===== src/design/spsc_pkg.sv =====
package spsc_pkg;

    localparam int SLOTS_DEF   = 512;
    localparam int ENTRIES_DEF = 64;

    localparam int KIND_W  = 2;
    localparam int KEY_W   = 32;
    localparam int LEN_W   = 10;
    localparam int TGT_W   = 3;
    localparam int START_W = 9;
    localparam int ERR_W   = 2;

    localparam logic [KIND_W-1:0] KIND_SELECT = 2'd0;
    localparam logic [KIND_W-1:0] KIND_REMOVE = 2'd1;
    localparam logic [KIND_W-1:0] KIND_CLEAR  = 2'd2;

    localparam logic [TGT_W-1:0] TGT_VERTEX = 3'd0;

    localparam logic [ERR_W-1:0] ERR_NONE      = 2'd0;
    localparam logic [ERR_W-1:0] ERR_TOO_LARGE = 2'd1;
    localparam logic [ERR_W-1:0] ERR_NO_VERTEX = 2'd2;

    localparam logic [1:0] FILL_WIPE    = 2'd0;
    localparam logic [1:0] FILL_RELEASE = 2'd1;
    localparam logic [1:0] FILL_OCCUPY  = 2'd2;

    localparam logic [2:0] RES_ZERO = 3'd0;
    localparam logic [2:0] RES_HIT  = 3'd1;
    localparam logic [2:0] RES_LOAD = 3'd2;
    localparam logic [2:0] RES_ERR1 = 3'd3;
    localparam logic [2:0] RES_ERR2 = 3'd4;

    typedef struct packed {
        logic       load;
        logic       tscan_start;
        logic       fscan_start;
        logic       fill_start;
        logic [1:0] fill_mode;
        logic       plan_normal;
        logic       plan_flush;
        logic       ent_vtx;
        logic       ent_new;
        logic       invalidate;
        logic       hit_take;
        logic       emit;
        logic [2:0] res;
    } cmd_t;

    typedef struct packed {
        logic              tscan_done;
        logic              fscan_done;
        logic              fill_done;
        logic              key_found;
        logic              empty_found;
        logic              vtx_found;
        logic              fit_found;
        logic              too_big;
        logic              len_zero;
        logic              vtx_tgt;
        logic              flush_too_big;
        logic              out_free;
        logic [KIND_W-1:0] kind;
    } sts_t;

endpackage


===== src/design/shader_program_slot_cache_top.sv =====
// Shader program slot cache. Each input item is a select, remove or clear
// command or an unused kind; every item produces exactly one result item.
// Input channel: in_valid/in_stall with kind, descriptor, length and target.
// Output channel: out_valid/out_stall with start_slot, hit, load_request,
// flushed and error.
// One item is worked on at a time; in_stall is high from acceptance until the
// result has been written to the output register.
// A select or remove scans the program table. A select that misses with a
// nonzero length then scans the free slot map, and marks the new program's
// slots, one slot per cycle. A flush or a clear sweeps the whole slot map.
// After reset the slot map is cleared in one pass during which no item is
// accepted.
// A stalled result holds in the output register. The next item is accepted
// meanwhile, and its result waits until the register is free.
module shader_program_slot_cache_top
    import spsc_pkg::*;
#(
    parameter int SLOTS   = SLOTS_DEF,
    parameter int ENTRIES = ENTRIES_DEF
)
(
    input  logic               clk,
    input  logic               rst_n,
    input  logic               in_valid,
    output logic               in_stall,
    input  logic [KIND_W-1:0]  kind,
    input  logic [KEY_W-1:0]   descriptor,
    input  logic [LEN_W-1:0]   length,
    input  logic [TGT_W-1:0]   target,
    output logic               out_valid,
    input  logic               out_stall,
    output logic [START_W-1:0] start_slot,
    output logic               hit,
    output logic               load_request,
    output logic               flushed,
    output logic [ERR_W-1:0]   error
);

    cmd_t cmd;
    sts_t sts;

    spsc_ctrl u_ctrl
    (
        .clk      (clk),
        .rst_n    (rst_n),
        .in_valid (in_valid),
        .in_stall (in_stall),
        .sts      (sts),
        .cmd      (cmd)
    );

    spsc_dp #(.SLOTS(SLOTS), .ENTRIES(ENTRIES)) u_dp
    (
        .clk          (clk),
        .rst_n        (rst_n),
        .cmd          (cmd),
        .sts          (sts),
        .kind         (kind),
        .descriptor   (descriptor),
        .length       (length),
        .target       (target),
        .out_valid    (out_valid),
        .out_stall    (out_stall),
        .start_slot   (start_slot),
        .hit          (hit),
        .load_request (load_request),
        .flushed      (flushed),
        .error        (error)
    );

endmodule


===== src/design/spsc_ram.sv =====
module spsc_ram
#(
    parameter int WIDTH = 1,
    parameter int DEPTH = 16
)
(
    input  logic                     clk,
    input  logic                     we,
    input  logic [$clog2(DEPTH)-1:0] waddr,
    input  logic [WIDTH-1:0]         wdata,
    input  logic [$clog2(DEPTH)-1:0] raddr,
    output logic [WIDTH-1:0]         rdata
);

    logic [WIDTH-1:0] mem [DEPTH];

    always_ff @(posedge clk)
    begin
        if (we)
        begin
            mem[waddr] <= wdata;
        end
        rdata <= mem[raddr];
    end

endmodule


===== src/design/spsc_ctrl.sv =====
module spsc_ctrl
    import spsc_pkg::*;
(
    input  logic clk,
    input  logic rst_n,
    input  logic in_valid,
    output logic in_stall,
    input  sts_t sts,
    output cmd_t cmd
);

    localparam logic [3:0] ST_BOOT  = 4'd0;
    localparam logic [3:0] ST_BWAIT = 4'd1;
    localparam logic [3:0] ST_IDLE  = 4'd2;
    localparam logic [3:0] ST_DISP  = 4'd3;
    localparam logic [3:0] ST_CLRW  = 4'd4;
    localparam logic [3:0] ST_TSCAN = 4'd5;
    localparam logic [3:0] ST_RELW  = 4'd6;
    localparam logic [3:0] ST_FSCAN = 4'd7;
    localparam logic [3:0] ST_FLUSH = 4'd8;
    localparam logic [3:0] ST_FWIPE = 4'd9;
    localparam logic [3:0] ST_ENTN  = 4'd10;
    localparam logic [3:0] ST_OCCW  = 4'd11;
    localparam logic [3:0] ST_EMIT  = 4'd12;

    logic [3:0] state_reg;
    logic [3:0] state_next;
    logic [2:0] res_reg;
    logic [2:0] res_next;

    assign in_stall = (state_reg != ST_IDLE);

    always_comb
    begin
        state_next = state_reg;
        res_next   = res_reg;
        cmd        = '0;
        cmd.res    = res_reg;
        unique case (state_reg)
            ST_BOOT:
            begin
                cmd.fill_start = 1'b1;
                cmd.fill_mode  = FILL_WIPE;
                state_next     = ST_BWAIT;
            end
            ST_BWAIT:
            begin
                if (sts.fill_done)
                begin
                    state_next = ST_IDLE;
                end
            end
            ST_IDLE:
            begin
                if (in_valid)
                begin
                    cmd.load   = 1'b1;
                    state_next = ST_DISP;
                end
            end
            ST_DISP:
            begin
                if (sts.kind == KIND_CLEAR)
                begin
                    cmd.fill_start = 1'b1;
                    cmd.fill_mode  = FILL_WIPE;
                    state_next     = ST_CLRW;
                end
                else if (sts.kind == KIND_SELECT || sts.kind == KIND_REMOVE)
                begin
                    cmd.tscan_start = 1'b1;
                    state_next      = ST_TSCAN;
                end
                else
                begin
                    res_next   = RES_ZERO;
                    state_next = ST_EMIT;
                end
            end
            ST_CLRW:
            begin
                if (sts.fill_done)
                begin
                    res_next   = RES_ZERO;
                    state_next = ST_EMIT;
                end
            end
            ST_TSCAN:
            begin
                if (sts.tscan_done)
                begin
                    if (sts.kind == KIND_REMOVE)
                    begin
                        if (sts.key_found)
                        begin
                            cmd.fill_start = 1'b1;
                            cmd.fill_mode  = FILL_RELEASE;
                            state_next     = ST_RELW;
                        end
                        else
                        begin
                            res_next   = RES_ZERO;
                            state_next = ST_EMIT;
                        end
                    end
                    else if (sts.key_found)
                    begin
                        cmd.hit_take = 1'b1;
                        res_next     = RES_HIT;
                        state_next   = ST_EMIT;
                    end
                    else if (sts.too_big)
                    begin
                        res_next   = RES_ERR1;
                        state_next = ST_EMIT;
                    end
                    else if (sts.len_zero)
                    begin
                        if (sts.empty_found)
                        begin
                            cmd.plan_normal = 1'b1;
                            state_next      = ST_ENTN;
                        end
                        else
                        begin
                            state_next = ST_FLUSH;
                        end
                    end
                    else
                    begin
                        cmd.fscan_start = 1'b1;
                        state_next      = ST_FSCAN;
                    end
                end
            end
            ST_RELW:
            begin
                if (sts.fill_done)
                begin
                    cmd.invalidate = 1'b1;
                    res_next       = RES_ZERO;
                    state_next     = ST_EMIT;
                end
            end
            ST_FSCAN:
            begin
                if (sts.fscan_done)
                begin
                    if (sts.fit_found && sts.empty_found)
                    begin
                        cmd.plan_normal = 1'b1;
                        state_next      = ST_ENTN;
                    end
                    else
                    begin
                        state_next = ST_FLUSH;
                    end
                end
            end
            ST_FLUSH:
            begin
                if (!sts.vtx_tgt && !sts.vtx_found)
                begin
                    res_next   = RES_ERR2;
                    state_next = ST_EMIT;
                end
                else if (!sts.vtx_tgt && sts.flush_too_big)
                begin
                    res_next   = RES_ERR1;
                    state_next = ST_EMIT;
                end
                else
                begin
                    cmd.plan_flush = 1'b1;
                    cmd.fill_start = 1'b1;
                    cmd.fill_mode  = FILL_WIPE;
                    state_next     = ST_FWIPE;
                end
            end
            ST_FWIPE:
            begin
                if (sts.fill_done)
                begin
                    cmd.ent_vtx = !sts.vtx_tgt;
                    state_next  = ST_ENTN;
                end
            end
            ST_ENTN:
            begin
                cmd.ent_new    = 1'b1;
                cmd.fill_start = 1'b1;
                cmd.fill_mode  = FILL_OCCUPY;
                state_next     = ST_OCCW;
            end
            ST_OCCW:
            begin
                if (sts.fill_done)
                begin
                    res_next   = RES_LOAD;
                    state_next = ST_EMIT;
                end
            end
            ST_EMIT:
            begin
                if (sts.out_free)
                begin
                    cmd.emit   = 1'b1;
                    state_next = ST_IDLE;
                end
            end
            default:
            begin
                state_next = ST_BOOT;
            end
        endcase
    end

    always_ff @(posedge clk or negedge rst_n)
    begin
        if (!rst_n)
        begin
            state_reg <= ST_BOOT;
            res_reg   <= RES_ZERO;
        end
        else
        begin
            state_reg <= state_next;
            res_reg   <= res_next;
        end
    end

endmodule


===== src/design/spsc_dp.sv =====
module spsc_dp
    import spsc_pkg::*;
#(
    parameter int SLOTS   = SLOTS_DEF,
    parameter int ENTRIES = ENTRIES_DEF
)
(
    input  logic               clk,
    input  logic               rst_n,
    input  cmd_t               cmd,
    output sts_t               sts,
    input  logic [KIND_W-1:0]  kind,
    input  logic [KEY_W-1:0]   descriptor,
    input  logic [LEN_W-1:0]   length,
    input  logic [TGT_W-1:0]   target,
    output logic               out_valid,
    input  logic               out_stall,
    output logic [START_W-1:0] start_slot,
    output logic               hit,
    output logic               load_request,
    output logic               flushed,
    output logic [ERR_W-1:0]   error
);

    localparam int SW  = $clog2(SLOTS);
    localparam int EW  = $clog2(ENTRIES);
    localparam int PW  = SW + 1;
    localparam int CW  = ((PW > LEN_W) ? PW : LEN_W) + 1;
    localparam int RW  = KEY_W + PW + LEN_W + TGT_W;

    logic [KIND_W-1:0] kind_reg;
    logic [KEY_W-1:0]  key_reg;
    logic [LEN_W-1:0]  len_reg;
    logic [TGT_W-1:0]  tgt_reg;
    logic [KEY_W-1:0]  lvk_reg;
    logic [ENTRIES-1:0] valid_reg;

    logic              tact_reg;
    logic [EW:0]       tcnt_reg;
    logic              tchk_reg;
    logic [EW-1:0]     tidx_reg;
    logic              kf_reg;
    logic              ef_reg;
    logic              vf_reg;
    logic [EW-1:0]     kidx_reg;
    logic [EW-1:0]     eidx_reg;
    logic [PW-1:0]     kstart_reg;
    logic [LEN_W-1:0]  klen_reg;
    logic [LEN_W-1:0]  vlen_reg;
    logic [TGT_W-1:0]  vtgt_reg;

    logic              fact_reg;
    logic [CW-1:0]     fcnt_reg;
    logic              fchk_reg;
    logic [SW-1:0]     fidx_reg;
    logic [CW-1:0]     run_reg;
    logic              found_reg;
    logic [PW-1:0]     fpos_reg;

    logic              fill_act_reg;
    logic              fill_val_reg;
    logic [CW-1:0]     fill_hi_reg;

    logic [PW-1:0]     pos_reg;
    logic [EW-1:0]     ent_reg;
    logic              flushed_reg;

    logic               out_vld_reg;
    logic [START_W-1:0] out_start_reg;
    logic               out_hit_reg;
    logic               out_load_reg;
    logic               out_flushed_reg;
    logic [ERR_W-1:0]   out_err_reg;

    logic              slot_we;
    logic              slot_rdata;
    logic              ent_we;
    logic [EW-1:0]     ent_waddr;
    logic [RW-1:0]     ent_wdata;
    logic [RW-1:0]     ent_rdata;
    logic [KEY_W-1:0]  r_key;
    logic [PW-1:0]     r_start;
    logic [LEN_W-1:0]  r_len;
    logic [TGT_W-1:0]  r_tgt;
    logic              tdone;
    logic              fdone;
    logic              fill_done;
    logic [CW-1:0]     run_inc;
    logic [CW-1:0]     rel_end;
    logic [CW-1:0]     rel_hi;
    logic              out_free;

    assign r_key   = ent_rdata[RW-1 -: KEY_W];
    assign r_start = ent_rdata[TGT_W+LEN_W +: PW];
    assign r_len   = ent_rdata[TGT_W +: LEN_W];
    assign r_tgt   = ent_rdata[TGT_W-1:0];

    assign tdone     = tact_reg && (tcnt_reg == (EW+1)'(ENTRIES)) && !tchk_reg;
    assign fdone     = fact_reg && (found_reg || ((fcnt_reg == CW'(SLOTS)) && !fchk_reg));
    assign fill_done = fill_act_reg && (fcnt_reg >= fill_hi_reg);
    assign run_inc   = run_reg + CW'(1);
    assign rel_end   = CW'(kstart_reg) + CW'(klen_reg);
    assign rel_hi    = (rel_end > CW'(SLOTS)) ? CW'(SLOTS) : rel_end;
    assign out_free  = !out_vld_reg || !out_stall;

    assign slot_we   = fill_act_reg && (fcnt_reg < fill_hi_reg);
    assign ent_we    = cmd.ent_new || cmd.ent_vtx;
    assign ent_waddr = cmd.ent_vtx ? '0 : ent_reg;
    assign ent_wdata = cmd.ent_vtx ? {lvk_reg, PW'(0), vlen_reg, vtgt_reg}
                                   : {key_reg, pos_reg, len_reg, tgt_reg};

    spsc_ram #(.WIDTH(1), .DEPTH(SLOTS)) u_slot_ram
    (
        .clk   (clk),
        .we    (slot_we),
        .waddr (fcnt_reg[SW-1:0]),
        .wdata (fill_val_reg),
        .raddr (fcnt_reg[SW-1:0]),
        .rdata (slot_rdata)
    );

    spsc_ram #(.WIDTH(RW), .DEPTH(ENTRIES)) u_entry_ram
    (
        .clk   (clk),
        .we    (ent_we),
        .waddr (ent_waddr),
        .wdata (ent_wdata),
        .raddr (tcnt_reg[EW-1:0]),
        .rdata (ent_rdata)
    );

    always_comb
    begin
        sts.tscan_done    = tdone;
        sts.fscan_done    = fdone;
        sts.fill_done     = fill_done;
        sts.key_found     = kf_reg;
        sts.empty_found   = ef_reg;
        sts.vtx_found     = vf_reg;
        sts.fit_found     = found_reg;
        sts.too_big       = CW'(len_reg) > CW'(SLOTS);
        sts.len_zero      = (len_reg == '0);
        sts.vtx_tgt       = (tgt_reg == TGT_VERTEX);
        sts.flush_too_big = (CW'(vlen_reg) + CW'(len_reg)) > CW'(SLOTS);
        sts.out_free      = out_free;
        sts.kind          = kind_reg;
    end

    always_ff @(posedge clk or negedge rst_n)
    begin
        if (!rst_n)
        begin
            kind_reg        <= KIND_SELECT;
            key_reg         <= '0;
            len_reg         <= '0;
            tgt_reg         <= '0;
            lvk_reg         <= '0;
            valid_reg       <= '0;
            tact_reg        <= 1'b0;
            tcnt_reg        <= '0;
            tchk_reg        <= 1'b0;
            tidx_reg        <= '0;
            kf_reg          <= 1'b0;
            ef_reg          <= 1'b0;
            vf_reg          <= 1'b0;
            kidx_reg        <= '0;
            eidx_reg        <= '0;
            kstart_reg      <= '0;
            klen_reg        <= '0;
            vlen_reg        <= '0;
            vtgt_reg        <= '0;
            fact_reg        <= 1'b0;
            fcnt_reg        <= '0;
            fchk_reg        <= 1'b0;
            fidx_reg        <= '0;
            run_reg         <= '0;
            found_reg       <= 1'b0;
            fpos_reg        <= '0;
            fill_act_reg    <= 1'b0;
            fill_val_reg    <= 1'b0;
            fill_hi_reg     <= '0;
            pos_reg         <= '0;
            ent_reg         <= '0;
            flushed_reg     <= 1'b0;
            out_vld_reg     <= 1'b0;
            out_start_reg   <= '0;
            out_hit_reg     <= 1'b0;
            out_load_reg    <= 1'b0;
            out_flushed_reg <= 1'b0;
            out_err_reg     <= ERR_NONE;
        end
        else
        begin
            if (cmd.load)
            begin
                kind_reg    <= kind;
                key_reg     <= descriptor;
                len_reg     <= length;
                tgt_reg     <= target;
                flushed_reg <= 1'b0;
            end

            if (cmd.tscan_start)
            begin
                tact_reg <= 1'b1;
                tcnt_reg <= '0;
                tchk_reg <= 1'b0;
                kf_reg   <= 1'b0;
                ef_reg   <= 1'b0;
                vf_reg   <= 1'b0;
            end
            else if (tact_reg)
            begin
                if (tdone)
                begin
                    tact_reg <= 1'b0;
                end
                tchk_reg <= (tcnt_reg < (EW+1)'(ENTRIES));
                if (tcnt_reg < (EW+1)'(ENTRIES))
                begin
                    tcnt_reg <= tcnt_reg + (EW+1)'(1);
                    tidx_reg <= tcnt_reg[EW-1:0];
                end
                if (tchk_reg)
                begin
                    if (valid_reg[tidx_reg] && r_key == key_reg && !kf_reg)
                    begin
                        kf_reg     <= 1'b1;
                        kidx_reg   <= tidx_reg;
                        kstart_reg <= r_start;
                        klen_reg   <= r_len;
                    end
                    if (!valid_reg[tidx_reg] && !ef_reg)
                    begin
                        ef_reg   <= 1'b1;
                        eidx_reg <= tidx_reg;
                    end
                    if (valid_reg[tidx_reg] && r_key == lvk_reg && !vf_reg)
                    begin
                        vf_reg   <= 1'b1;
                        vlen_reg <= r_len;
                        vtgt_reg <= r_tgt;
                    end
                end
            end

            if (cmd.fscan_start)
            begin
                fact_reg  <= 1'b1;
                fcnt_reg  <= '0;
                fchk_reg  <= 1'b0;
                run_reg   <= '0;
                found_reg <= 1'b0;
            end
            else if (fact_reg)
            begin
                if (fdone)
                begin
                    fact_reg <= 1'b0;
                end
                fchk_reg <= !found_reg && (fcnt_reg < CW'(SLOTS));
                if (!found_reg && fcnt_reg < CW'(SLOTS))
                begin
                    fcnt_reg <= fcnt_reg + CW'(1);
                    fidx_reg <= fcnt_reg[SW-1:0];
                end
                if (fchk_reg && !found_reg)
                begin
                    if (slot_rdata)
                    begin
                        run_reg <= run_inc;
                        if (run_inc == CW'(len_reg))
                        begin
                            found_reg <= 1'b1;
                            fpos_reg  <= PW'(CW'(fidx_reg) + CW'(1) - CW'(len_reg));
                        end
                    end
                    else
                    begin
                        run_reg <= '0;
                    end
                end
            end

            if (cmd.fill_start)
            begin
                fill_act_reg <= 1'b1;
                unique case (cmd.fill_mode)
                    FILL_WIPE:
                    begin
                        fcnt_reg     <= '0;
                        fill_hi_reg  <= CW'(SLOTS);
                        fill_val_reg <= 1'b1;
                        valid_reg    <= '0;
                    end
                    FILL_RELEASE:
                    begin
                        fcnt_reg     <= CW'(kstart_reg);
                        fill_hi_reg  <= rel_hi;
                        fill_val_reg <= 1'b1;
                    end
                    default:
                    begin
                        fcnt_reg     <= flushed_reg ? '0 : CW'(pos_reg);
                        fill_hi_reg  <= CW'(pos_reg) + CW'(len_reg);
                        fill_val_reg <= 1'b0;
                    end
                endcase
            end
            else if (fill_act_reg)
            begin
                if (fill_done)
                begin
                    fill_act_reg <= 1'b0;
                end
                else
                begin
                    fcnt_reg <= fcnt_reg + CW'(1);
                end
            end

            if (cmd.plan_normal)
            begin
                pos_reg <= (len_reg == '0) ? '0 : fpos_reg;
                ent_reg <= eidx_reg;
            end
            if (cmd.plan_flush)
            begin
                flushed_reg <= 1'b1;
                if (tgt_reg == TGT_VERTEX)
                begin
                    pos_reg <= '0;
                    ent_reg <= '0;
                end
                else
                begin
                    pos_reg <= PW'(vlen_reg);
                    ent_reg <= EW'(1);
                end
            end

            if (cmd.ent_vtx)
            begin
                valid_reg[0] <= 1'b1;
            end
            if (cmd.ent_new)
            begin
                valid_reg[ent_reg] <= 1'b1;
                if (tgt_reg == TGT_VERTEX)
                begin
                    lvk_reg <= key_reg;
                end
            end
            if (cmd.invalidate)
            begin
                valid_reg[kidx_reg] <= 1'b0;
            end
            if (cmd.hit_take && tgt_reg == TGT_VERTEX)
            begin
                lvk_reg <= key_reg;
            end

            if (cmd.emit)
            begin
                out_vld_reg     <= 1'b1;
                out_hit_reg     <= (cmd.res == RES_HIT);
                out_load_reg    <= (cmd.res == RES_LOAD);
                out_flushed_reg <= (cmd.res == RES_LOAD) && flushed_reg;
                if (cmd.res == RES_HIT)
                begin
                    out_start_reg <= START_W'(kstart_reg);
                end
                else if (cmd.res == RES_LOAD)
                begin
                    out_start_reg <= START_W'(pos_reg);
                end
                else
                begin
                    out_start_reg <= '0;
                end
                if (cmd.res == RES_ERR1)
                begin
                    out_err_reg <= ERR_TOO_LARGE;
                end
                else if (cmd.res == RES_ERR2)
                begin
                    out_err_reg <= ERR_NO_VERTEX;
                end
                else
                begin
                    out_err_reg <= ERR_NONE;
                end
            end
            else if (!out_stall)
            begin
                out_vld_reg <= 1'b0;
            end
        end
    end

    assign out_valid    = out_vld_reg;
    assign start_slot   = out_start_reg;
    assign hit          = out_hit_reg;
    assign load_request = out_load_reg;
    assign flushed      = out_flushed_reg;
    assign error        = out_err_reg;

endmodule


===== config.mk =====
export PLATFORM = sky130hd
export DESIGN_NAME = shader_program_slot_cache_top
export DESIGN_NICKNAME = d
export VERILOG_FILES = /design/src/design/spsc_pkg.sv /design/src/design/shader_program_slot_cache_top.sv /design/src/design/spsc_ram.sv /design/src/design/spsc_ctrl.sv /design/src/design/spsc_dp.sv
export SDC_FILE = /design/constraint.sdc
export NUM_CORES = 2
export LEC_CHECK = 0
export BUFFER_PORTS_ARGS = -buffer_cell sky130_fd_sc_hd__buf_4
export CAP_MARGIN = 15
export CORE_MARGIN = 3
export CORE_UTILIZATION = 68
export DETAILED_ROUTE_END_ITERATION = 12
export MAX_ROUTING_LAYER = met4
export PLACE_DENSITY = 0.84
export SYNTH_ARGS = -nofsm -noshare
export SYNTH_HDL_FRONTEND = slang
export SYNTH_HIERARCHICAL = 1
export SYNTH_SLANG_ARGS = --single-unit

===== constraint.sdc =====
create_clock -name clk -period 13.8 [get_ports clk]
set_input_delay 1.38 -clock clk [delete_from_list [all_inputs] [get_ports clk]]
set_output_delay 1.38 -clock clk [all_outputs]
set_load 0.03 [all_outputs]

==> metrics.csv <==
metric,value,unit
Max clock buf depth,4,
CTS buffer count,410,
startpoint of the most critical setup path,u_dp/fcnt_reg[0],
share of layout cells above drive strength 1,23.4,%
Initial Utilization,68.5,%
mean post-synth cell area,19.2,um^2
iteration-0 DRC count of the detailed router,19500,
"Max FO, Critical Path",53,
area enclosed by the die boundary,252000,um^2
transition at the pin with the smallest max-transition slack,1.40,ns
Register-to-Register Setup Slack,6.37,ns
global-route wire length before repair,710000,um
pre-CTS setup slack,6.71,ns
maximum ir drop on the vdd rail,0.000229,V
kind of end point of the critical path,flip-flop,
number of max-cap violations,0,
run status,"finished, violations left",
die height,502,um
number of nets at the end of the flow,8997,
Required @ worst endpoint,14.42,ns
GR Util All Layers,41.6,%
total setup violations reported at the end of the flow,0,
CTS tree,built,
peak clock frequency supported by timing,135,MHz
clock network latency to the later pin of the worst-skew pair,1.06,ns
category of the critical setup timing path,flip-flop to flip-flop,
tightest slew margin relative to the limit,5.53,%
Setup TNS,0,ns
clock slew seen by the registers of the worst setup and hold paths,0.06,ns
remaining global-route overflow,0,
PwrDens,218,nW/um^2
Hold Path Class,input pin to asynchronous set/reset pin,
critical path data arrival time,8.05,ns
number of cells upsized or downsized after cts,0,
Synthesized Nets,8832,
cell leakage power,0.0593,uW
warning count from the yosys run,6,
overall via count from detail_route,96500,
HPWL after detailed placement,258000,um
PnR worst setup slack,6.37,ns
depth of the CTS H-tree,5,
max-slew violation count,0,
routed via count divided by cell count,7.75,
via count of the first global-routing pass,94100,
TritonCTS sink count,4192,
setup repair after global routing missed its margin,false,
row count,181,
number of filler cells placed in the layout,11900,
cell area after synthesis,167000,um^2
fin crit share,53.8,%
hold buffer count at cts,0,
post-layout minimum cycle time,7.43,ns
length of the first detailed-routing pass in iterations,12,
width of the chip,502,um
number of instances in the synthesized netlist,8714,
type of origin of the critical path,flip-flop,
violations in the final reports,design-rule violations,
post-detailed-route wirelength per cell,41.8,um
final wirelength,520000,um
"flip-flop count of the largest register, all copies and words added",3328,
"Setup Fix Bufs, Post-CTS",0,
root buffer cell,clkbuf_16,
count of unresolved DRC violations after routing,2,
initial antenna violation count,20,
I/O Buffers,66,
core area,244000,um^2
I/O pin cnt,67,
Clock Skew,0.107,ns
number of cell instances on the worst register-to-register path,14,
Routed Antenna Nets,0,
number of hold-slack violations in the final timing report,0,
routability congestion estimate,0.909,
Layout area overhead,10.3,%
maximum number of pins on one net before global-route repair,158,
reg-to-reg startpoint,u_dp/fcnt_reg[0],
## per-layer routing
layer	part of all wire (%)	track usage [%]	wire length, um
met5	0	-	0
met4	9.0	26.1	47000
met3	15	11.2	76000
met2	47	62.4	243000
met1	30	51.1	154000
## path summary, 6_finish.rpt
| check | endpoint |
|---|---|
| worst max-delay path | u_dp/u_entry_ram/mem[24][24] |
| worst max register to register | u_dp/u_entry_ram/mem[24][24] |
| max in group asynchronous | u_dp/fcnt_reg[0] |
| worst min register to register | u_dp/kstart_reg[1] |
| worst min-delay path | u_ctrl/state_reg[3] |
| min in group clk | u_dp/kstart_reg[1] |
## metrics by stage
step | instance area (um^2) | std cells | total power [uW] | utilization [%] | hold slack (ns)
after global placement | 171000 | 11700 | 27700 | 70.2 | 0.431
after floorplan | 167000 | 8714 | 24100 | - | 0.424
after detailed placement | 171000 | 11700 | 28200 | 70.2 | 0.456
final | 184000 | 12500 | 40200 | 75.6 | 0.468
after global routing | 184000 | 12400 | 40800 | 75.6 | 0.499
after CTS | 184000 | 12400 | 39400 | 75.4 | 0.469
## critical path, stage by stage, from the launching register on
cell      delay (ns)
dfrtp_4         1.00
inv_1           0.17
ha_1            0.24
nand3b_1        0.15
a21o_1          0.18
a31o_2          0.21
and2_1          0.15
a21boi_0        0.79
inv_1           0.21
nor4_2          0.30
buf_4           0.60
nor2b_1         0.34
nand3b_1        0.83
nor2_4          1.00
buf_4           0.69
## area by class of cell
cell class	instances	area (um^2)	area share (%)
timing repair buffer	308	2570	1.39
tap	3202	4010	2.17
clock inverter	192	1600	0.866
clock buffer	532	11100	6.02
multi-input combinational	3894	40800	22.1
sequential	4192	124000	67.2
antenna	57	143	0.0774
inverter	73	274	0.149
## cell usage in the layout (no fill, tap or decap), types with 49 or more instances in the layout
| master | instances |
|---|---|
| o221ai_1 | 140 |
| xor2_1 | 52 |
| a22oi_1 | 125 |
| o22ai_1 | 228 |
| clkbuf_1 | 89 |
| o21ai_0 | 77 |
| diode_2 | 57 |
| ha_1 | 63 |
| dfrtp_1 | 289 |
| mux4_2 | 865 |
| nor2_4 | 66 |
| dfxtp_1 | 53 |
| inv_1 | 71 |
| a21oi_1 | 198 |
| nand4_1 | 54 |
| nand2_1 | 201 |
| clkbuf_16 | 415 |
| nor2b_1 | 49 |
| clkinv_2 | 76 |
| edfxtp_1 | 3840 |
| nand3_1 | 64 |
| clkinv_1 | 64 |
| xnor2_1 | 61 |
| mux2_2 | 216 |
| nor2_1 | 648 |
| buf_4 | 283 |
| mux2i_1 | 227 |
## power breakdown
group	switching (uW)	internal, uW	total [uW]
logic	8260	4140	12400
registers	773	16000	16700
clock network	4990	6090	11100
No activity file was read; power rests on OpenSTA's default activity.
